File: src/hw/rtl/aenc_pkg.sv
package aenc_pkg;

  localparam int CODE_BITS_DEF = 32;
  localparam int CUM_LOW_W     = 30;
  localparam int CUM_W         = 31;
  localparam int PEND_W        = 32;

  localparam logic OP_ENCODE = 1'b0;
  localparam logic OP_FINISH = 1'b1;

  typedef enum logic [1:0] {
    MD_IDLE,
    MD_MUL,
    MD_DIV
  } md_phase_t;

  typedef enum logic [2:0] {
    ST_IDLE,
    ST_CALC,
    ST_RENORM,
    ST_FLUSH,
    ST_FINISH
  } enc_state_t;

  typedef enum logic [1:0] {
    RN_EMIT0,
    RN_EMIT1,
    RN_GROW,
    RN_STOP
  } renorm_kind_t;

endpackage

File: src/hw/rtl/aenc_muldiv.sv
// Serial scale unit: quot = span * mult / divisor.
// Shift-add multiply one multiplier bit per cycle, then restoring divide
// one quotient bit per cycle, reusing the product register for the quotient.
module aenc_muldiv #(
  parameter int CODE_BITS = aenc_pkg::CODE_BITS_DEF
) (
  input  logic                   clk,
  input  logic                   rst,
  input  logic                   start,
  input  logic [CODE_BITS:0]     span,
  input  logic [aenc_pkg::CUM_W-1:0] mult,
  input  logic [aenc_pkg::CUM_W-1:0] divisor,
  output logic                   done,
  output logic [CODE_BITS:0]     quot
);

  localparam int MW = aenc_pkg::CUM_W;
  localparam int PW = CODE_BITS + 1 + MW;
  localparam int CW = $clog2(PW);

  aenc_pkg::md_phase_t phase, phase_next;

  logic [CW-1:0]      cnt;
  logic [PW-1:0]      acc;
  logic [MW-1:0]      mreg;
  logic [CODE_BITS:0] sreg;
  logic [MW-1:0]      dreg;
  logic [MW-1:0]      rem;

  logic [PW-1:0] acc_add;
  logic [MW:0]   rshift;
  logic [MW:0]   rdiff;
  logic          fits;

  assign acc_add = {acc[PW-2:0], 1'b0} + (mreg[MW-1] ? PW'(sreg) : '0);
  assign rshift  = {rem, acc[PW-1]};
  assign fits    = rshift >= {1'b0, dreg};
  assign rdiff   = rshift - {1'b0, dreg};
  assign quot    = acc[CODE_BITS:0];

  always_comb begin
    phase_next = phase;
    unique case (phase)
      aenc_pkg::MD_IDLE: if (start) phase_next = aenc_pkg::MD_MUL;
      aenc_pkg::MD_MUL:  if (cnt == '0) phase_next = aenc_pkg::MD_DIV;
      aenc_pkg::MD_DIV:  if (cnt == '0) phase_next = aenc_pkg::MD_IDLE;
      default:           phase_next = aenc_pkg::MD_IDLE;
    endcase
  end

  always_ff @(posedge clk) begin
    if (rst) begin
      phase <= aenc_pkg::MD_IDLE;
      done  <= 1'b0;
    end else begin
      phase <= phase_next;
      done  <= (phase == aenc_pkg::MD_DIV) && (cnt == '0);
    end
  end

  always_ff @(posedge clk) begin
    case (phase)
      aenc_pkg::MD_IDLE: begin
        if (start) begin
          sreg <= span;
          mreg <= mult;
          dreg <= divisor;
          acc  <= '0;
          rem  <= '0;
          cnt  <= CW'(MW - 1);
        end
      end
      aenc_pkg::MD_MUL: begin
        acc  <= acc_add;
        mreg <= {mreg[MW-2:0], 1'b0};
        cnt  <= (cnt == '0) ? CW'(PW - 1) : cnt - 1'b1;
      end
      aenc_pkg::MD_DIV: begin
        acc <= {acc[PW-2:0], fits};
        rem <= fits ? rdiff[MW-1:0] : rshift[MW-1:0];
        cnt <= cnt - 1'b1;
      end
      default: ;
    endcase
  end

endmodule

File: src/hw/rtl/arithmetic_encoder_unit.sv
// Sequence: an encode item is scaled by two bit-serial units (31 multiply steps, CODE_BITS+32
//   divide steps), then renormalizes one step at a time, stalling while a held result cannot
//   leave; its last result leaves from ST_FLUSH. A finish item yields a single last result.
// Flow: one item at a time; in_ready stays low until the unit returns to ST_IDLE.
// Reset (rst, synchronous): interval low 0, high all ones, pending count 0.
module arithmetic_encoder_unit #(
  parameter int CODE_BITS = aenc_pkg::CODE_BITS_DEF
) (
  input  logic                             clk,
  input  logic                             rst,
  input  logic                             in_valid,
  output logic                             in_ready,
  input  logic                             op,
  input  logic [aenc_pkg::CUM_LOW_W-1:0]   cum_low,
  input  logic [aenc_pkg::CUM_W-1:0]       cum_high,
  input  logic [aenc_pkg::CUM_W-1:0]       total,
  output logic                             out_valid,
  input  logic                             out_ready,
  output logic                             bit_res,
  output logic [aenc_pkg::PEND_W-1:0]      follow_count,
  output logic                             last
);

  localparam int PEND_W = aenc_pkg::PEND_W;

  aenc_pkg::enc_state_t   state, state_next;
  aenc_pkg::renorm_kind_t kind;

  logic [CODE_BITS-1:0] low;
  logic [CODE_BITS-1:0] high;
  logic [PEND_W-1:0]    pend;
  logic [PEND_W-1:0]    pend_inc;

  // one result held back until we know whether it is the last of its item
  logic                 hv;
  logic                 hbit;
  logic [PEND_W-1:0]    hcnt;

  logic                 accept;
  logic                 sym_bad;
  logic                 md_start;
  logic                 out_free;
  logic                 out_load;
  logic                 emit_ok;
  logic                 is_emit;
  logic                 done_hi, done_lo;
  logic [CODE_BITS:0]   span;
  logic [CODE_BITS:0]   q_hi, q_lo;
  logic [CODE_BITS:0]   new_high, new_low;

  assign accept   = in_valid && in_ready;
  assign sym_bad  = (total == '0) || (cum_high > total) ||
                    ({1'b0, cum_low} >= cum_high);
  assign span     = {1'b0, high} - {1'b0, low} + 1'b1;
  assign pend_inc = (pend == '1) ? pend : pend + 1'b1;
  assign out_free = !out_valid || out_ready;
  assign emit_ok  = !hv || out_free;
  assign is_emit  = (kind == aenc_pkg::RN_EMIT0) || (kind == aenc_pkg::RN_EMIT1);
  assign new_high = {1'b0, low} + q_hi - 1'b1;
  assign new_low  = {1'b0, low} + q_lo;
  assign out_load = ((state == aenc_pkg::ST_RENORM) && is_emit && emit_ok && hv) ||
                    (((state == aenc_pkg::ST_FLUSH) || (state == aenc_pkg::ST_FINISH)) &&
                     out_free);

  aenc_muldiv #(.CODE_BITS(CODE_BITS)) u_md_hi (
    .clk     (clk),
    .rst     (rst),
    .start   (md_start),
    .span    (span),
    .mult    (cum_high),
    .divisor (total),
    .done    (done_hi),
    .quot    (q_hi)
  );

  aenc_muldiv #(.CODE_BITS(CODE_BITS)) u_md_lo (
    .clk     (clk),
    .rst     (rst),
    .start   (md_start),
    .span    (span),
    .mult    (aenc_pkg::CUM_W'(cum_low)),
    .divisor (total),
    .done    (done_lo),
    .quot    (q_lo)
  );

  always_comb begin
    if (!high[CODE_BITS-1])                           kind = aenc_pkg::RN_EMIT0;
    else if (low[CODE_BITS-1])                        kind = aenc_pkg::RN_EMIT1;
    else if (low[CODE_BITS-2] && !high[CODE_BITS-2])  kind = aenc_pkg::RN_GROW;
    else                                              kind = aenc_pkg::RN_STOP;
  end

  always_comb begin
    state_next = state;
    unique case (state)
      aenc_pkg::ST_IDLE: begin
        if (accept) begin
          if (op == aenc_pkg::OP_FINISH) state_next = aenc_pkg::ST_FINISH;
          else if (!sym_bad)             state_next = aenc_pkg::ST_CALC;
        end
      end
      aenc_pkg::ST_CALC: begin
        if (done_hi && done_lo) begin
          state_next = (q_hi <= q_lo) ? aenc_pkg::ST_IDLE : aenc_pkg::ST_RENORM;
        end
      end
      aenc_pkg::ST_RENORM: begin
        if (kind == aenc_pkg::RN_STOP) begin
          state_next = hv ? aenc_pkg::ST_FLUSH : aenc_pkg::ST_IDLE;
        end
      end
      aenc_pkg::ST_FLUSH:  if (out_free) state_next = aenc_pkg::ST_IDLE;
      aenc_pkg::ST_FINISH: if (out_free) state_next = aenc_pkg::ST_IDLE;
      default:             state_next = aenc_pkg::ST_IDLE;
    endcase
  end

  always_comb begin
    in_ready = (state == aenc_pkg::ST_IDLE);
    md_start = accept && (op == aenc_pkg::OP_ENCODE) && !sym_bad;
  end

  always_ff @(posedge clk) begin
    if (rst) begin
      state     <= aenc_pkg::ST_IDLE;
      low       <= '0;
      high      <= '1;
      pend      <= '0;
      hv        <= 1'b0;
      out_valid <= 1'b0;
    end else begin
      state     <= state_next;
      out_valid <= out_load || (out_valid && !out_ready);
      unique case (state)
        aenc_pkg::ST_CALC: begin
          if (done_hi && done_lo && (q_hi > q_lo)) begin
            high <= new_high[CODE_BITS-1:0];
            low  <= new_low[CODE_BITS-1:0];
          end
        end
        aenc_pkg::ST_RENORM: begin
          if (is_emit && emit_ok) begin
            if (hv) begin
              // an earlier result is now known not to be the last
              bit_res      <= hbit;
              follow_count <= hcnt;
              last         <= 1'b0;
            end
            hv   <= 1'b1;
            hbit <= (kind == aenc_pkg::RN_EMIT1);
            hcnt <= pend;
            pend <= '0;
            low  <= {low[CODE_BITS-2:0], 1'b0};
            high <= {high[CODE_BITS-2:0], 1'b1};
          end else if (kind == aenc_pkg::RN_GROW) begin
            pend <= pend_inc;
            low  <= {1'b0, low[CODE_BITS-3:0], 1'b0};
            high <= {1'b1, high[CODE_BITS-3:0], 1'b1};
          end
        end
        aenc_pkg::ST_FLUSH: begin
          if (out_free) begin
            bit_res      <= hbit;
            follow_count <= hcnt;
            last         <= 1'b1;
            hv           <= 1'b0;
          end
        end
        aenc_pkg::ST_FINISH: begin
          if (out_free) begin
            bit_res      <= (low[CODE_BITS-1:CODE_BITS-2] != 2'b00);
            follow_count <= pend_inc;
            last         <= 1'b1;
            low          <= '0;
            high         <= '1;
            pend         <= '0;
          end
        end
        default: ;
      endcase
    end
  end

endmodule

File: config.mk
export PLATFORM = sky130hd
export DESIGN_NAME = arithmetic_encoder_unit
export DESIGN_NICKNAME = d
export VERILOG_FILES = /design/src/hw/rtl/aenc_pkg.sv /design/src/hw/rtl/aenc_muldiv.sv /design/src/hw/rtl/arithmetic_encoder_unit.sv
export SDC_FILE = /design/constraint.sdc
export NUM_CORES = 2
export LEC_CHECK = 0
export ABC_AREA = 1
export BUFFER_PORTS_ARGS = -buffer_cell sky130_fd_sc_hd__buf_2
export CAP_MARGIN = 15
export CORE_MARGIN = 8
export CORE_UTILIZATION = 34
export CTS_CLUSTER_DIAMETER = 60
export CTS_CLUSTER_SIZE = 25
export DETAILED_ROUTE_END_ITERATION = 8
export MAX_ROUTING_LAYER = met4
export PLACE_DENSITY = 0.56
export SETUP_SLACK_MARGIN = 0.1
export SYNTH_ARGS = -nofsm -noshare
export SYNTH_HDL_FRONTEND = slang
export SYNTH_HIERARCHICAL = 1
export SYNTH_SLANG_ARGS = --single-unit
File: constraint.sdc
create_clock -name clk -period 9.3 [get_ports clk]
set_clock_uncertainty 0.1 [all_clocks]
set_input_delay 0.465 -clock clk [delete_from_list [all_inputs] [get_ports clk]]
set_output_delay 0.465 -clock clk [all_outputs]
set_load 0.03 [all_outputs]
==> impl_metrics.json <==
{
  "run_status": "finished, final reports clean",
  "synthToLayoutAreaGrowth_pct": 10.0,
  "drt_wl_total_um": 156000,
  "routed_wire_length_per_instance_um": 18.1,
  "grt-ovfl-total": 0,
  "drc": 0,
  "worst_slack_ns": 5.06,
  "synth_largest_type_area_fraction_pct": 29.9,
  "first_pass_grt_wire_length_um": 237000,
  "clockBufferDepth": 3,
  "firstDrtPassIters": 8,
  "async_flop_share_pct": 0,
  "synth_enable_flop_cells": 459,
  "cp-endpoint": "high[27]",
  "die-height_um": 384,
  "top_level_ports": 133,
  "fp.dieW_um": 384,
  "design.core.area_mm2": 0.135,
  "cp_max_fo": 43,
  "groute.usage.overall_pct": 20.9,
  "most_used_flip_flop_cell_after_synthesis": "sky130_fd_sc_hd__edfxtp_1",
  "gp_routability_congestion": 0.990,
  "rr_startpoint": "state[1]",
  "postSynthAreaPerCell_um2": 6.87,
  "clock_tree.htree_level_count": 2,
  "numClockSinks": 566,
  "critical_path.slowest_cell": "sky130_fd_sc_hd__a21oi_4",
  "ys_top_cells_by_area": "sky130_fd_sc_hd__edfxtp_1 30%, sky130_fd_sc_hd__nand2_1 18%, sky130_fd_sc_hd__ha_1 10%, sky130_fd_sc_hd__inv_1 7.9%, sky130_fd_sc_hd__nor2_1 5.7%",
  "antenna_found_initial": 1,
  "grt_max_degree": 97,
  "cts_tree": "yes",
  "grt_pass1_vias": 40500,
  "worstSetupPathType": "flop to flop",
  "worstMarginPinSlew_ns": 1.09,
  "worstPathBufferInverterCount": 4,
  "dr_total_vias": 42700,
  "hp-class": "primary input to flop",
  "layout_worst_path_cycle_share_pct": 45.6,
  "report.final.setup_viol": 0,
  "timing.slew.headroom_pct": 27.3,
  "critical_path.endpoint_type": "flop",
  "timing.critical_path.slowest_cell_delay_ns": 0.75,
  "placement.setup.worst_slack_ns": 5.09,
  "setup_tns_ns": 0,
  "vdd.ir_drop.worst_mv": 0.240,
  "buffer_ports.inserted": 132,
  "levels_on_crit_path": 11,
  "mappedNetlistNets": 7194,
  "netlist.top_cell.by_area": "sky130_fd_sc_hd__edfxtp_1",
  "hold_violations": 0,
  "critical_path.startpoint": "state[1]",
  "ys_seq_elements": 566,
  "yosysWarningCount": 6,
  "cellLeakagePower_uw": 0.0236,
  "floorplan.initialDensity_pct": 34.1,
  "synth.top_cells.by_count": "2225 x sky130_fd_sc_hd__nand2_1, 975 x sky130_fd_sc_hd__inv_1, 704 x sky130_fd_sc_hd__nor2_1",
  "cellPowerDensity_mw_per_mm2": 269,
  "design.final.nets": 7250,
  "fp.dieArea_mm2": 0.147,
  "critPathTopFamily": "buffers and inverters",
  "yosysMostFrequentCell": "sky130_fd_sc_hd__nand2_1",
  "hpwl_after_detailed_placement_um": 123000,
  "root_buffer_cell": "sky130_fd_sc_hd__clkbuf_16",
  "synth_cells": 6704,
  "timing.reg2reg.worst_path_depth": 11,
  "crit_path_start_kind": "flop",
  "critical_path_arrival_ns": 4.75,
  "synth.yosys.seq_area_share_pct": 34.6,
  "netlist_area_mm2": 0.0460,
  "final_layout_size_suffix_gt1_share_pct": 5.25,
  "via_per_inst": 4.97,
  "finalWorstPathRequiredPeriod_ns": 4.24,
  "worst_path_most_repeated_cell": "sky130_fd_sc_hd__nand2_2",
  "crit_chain": "inv_1 > nor3_4 > buf_4 > inv_2 > nand2_2 > nand2_2 > a21oi_4 > nand2_2 > inv_2 > nand2_1 > nand2_1",
  "ys_types": 62,
  "drv_slew": 0,
  "final.hold.worst_slack_ns": 0.0520,
  "worst_r2r_endpoint": "high[27]",
  "number_of_core_rows": 135,
  "clk_latency_ns": 0.68,
  "reported_max_cap_violation_count": 0,
  "clock.fmax_mhz": 236,
  "dr.first_iter.drc_count": 3201,
  "worstPathRequired_ns": 9.81,
  "regToRegSetupSlack_ns": 5.06,
  "ant_nets": 0,
  "cts_buffers": 54,
  "cts.clk_slew.worst_paths_ns": 0.08,
  "grt_setup_unrepaired": "false"
}
## per-stage QoR
step / utilization (%) / area [um2] / total power (uW) / cells
finish: 37.5 / 50700 / 13600 / 8588
global route: 37.5 / 50700 / 14500 / 8586
CTS: 37.5 / 50600 / 13700 / 8584
detailed placement: 35.6 / 48100 / 11100 / 8430
global placement: 35.6 / 48100 / 11100 / 8430
floorplan: - / 46000 / 8410 / 6704
## layout by cell type, fill, tap and decap left out, types with 27 or more instances in the layout
cell type and instances:
sky130_fd_sc_hd__nand3_1 295, sky130_fd_sc_hd__nand2_1 2224, sky130_fd_sc_hd__nor2_1 704, sky130_fd_sc_hd__o21ai_1 27
sky130_fd_sc_hd__edfxtp_1 459, sky130_fd_sc_hd__buf_4 28, sky130_fd_sc_hd__clkbuf_16 55, sky130_fd_sc_hd__nor3_1 86
sky130_fd_sc_hd__dlygate4sd3_1 53, sky130_fd_sc_hd__o21ai_0 235, sky130_fd_sc_hd__nand3b_1 59, sky130_fd_sc_hd__a31oi_1 41
sky130_fd_sc_hd__o21bai_1 27, sky130_fd_sc_hd__a21oi_1 490, sky130_fd_sc_hd__inv_1 972, sky130_fd_sc_hd__buf_2 132
sky130_fd_sc_hd__xnor2_1 32, sky130_fd_sc_hd__nand4_1 72, sky130_fd_sc_hd__dfxtp_1 107, sky130_fd_sc_hd__xor2_1 83
sky130_fd_sc_hd__ha_1 382, sky130_fd_sc_hd__or2_2 27
## state kept, by name, indices dropped and copies added (netlist names), 32 cells and up
signal / cells
u_md_hi/acc: 64
u_md_lo/acc: 64
u_md_hi/sreg: 33
u_md_lo/sreg: 33
follow_count: 32
hcnt: 32
high: 32
low: 32
pend: 32
## how the worst min path moves through the flow
stage	end	slack [ns]	from	cells after the start
finish	u_md_lo/mreg[17]	0.05	cum_low[17]	3
detailed placement	high[1]	0.37	high[1]	2
CTS	u_md_lo/mreg[20]	0.001	cum_low[20]	3
floorplan	high[1]	0.34	high[1]	2
global placement	high[1]	0.36	high[1]	2
global route	u_md_lo/mreg[20]	0.02	cum_low[20]	3
## cell families (layout without fill, tap and decap cells)
kind of cell,count (synthesis),in the layout,share of synthesized area [%]
fa+ha+maj,393,393,10.8
other cells,1,3,0.00814
simple gates,3526,3526,31.3
xor+xnor,115,115,2.19
buf+inv,1204,1305,10.6
compound gates,899,899,10.5
flops,566,566,34.6
## layer usage
metal / track usage (%) / wire (um)
met2: 34.7 / 73000
met4: 5.55 / 4450
met5: - / 0
met3: 2.00 / 7100
met1: 27.3 / 71000
## tightest hold or removal path, stage by stage
cell and delay (ns):
sky130_fd_sc_hd__buf_2 0.12, sky130_fd_sc_hd__nand2_1 0.06, sky130_fd_sc_hd__nand2_1 0.06
## report_power, final
part	internal, uW	switching, uW	total [uW]
sequential	3420	269	3690
combinational	2150	5310	7460
clock	1250	1240	2480
total	6820	6820	13600
## final cells by class
type                            instances  area, um2
Antenna cell                            2       5.00
Multi-Input combinational cell       4934      25400
Timing Repair Buffer                  215       1460
Inverter                              989       3710
Tap cell                             1781       2230
Sequential cell                       566      15900
Clock inverter                         42        573
Clock buffer                           59       1400
Fill cell                           14400      84300
## what timing repair did
| action | in CTS | in global routing |
|---|---|---|
| resized for setup | 0 | 0 |
| endpoints found under the hold margin | 84 | 0 |
| hold buffers | 53 | 0 |
| buffers inserted | 0 | 0 |
| setup endpoints to repair | 0 | 0 |
Note: power is estimated with default switching activity, not from simulation.
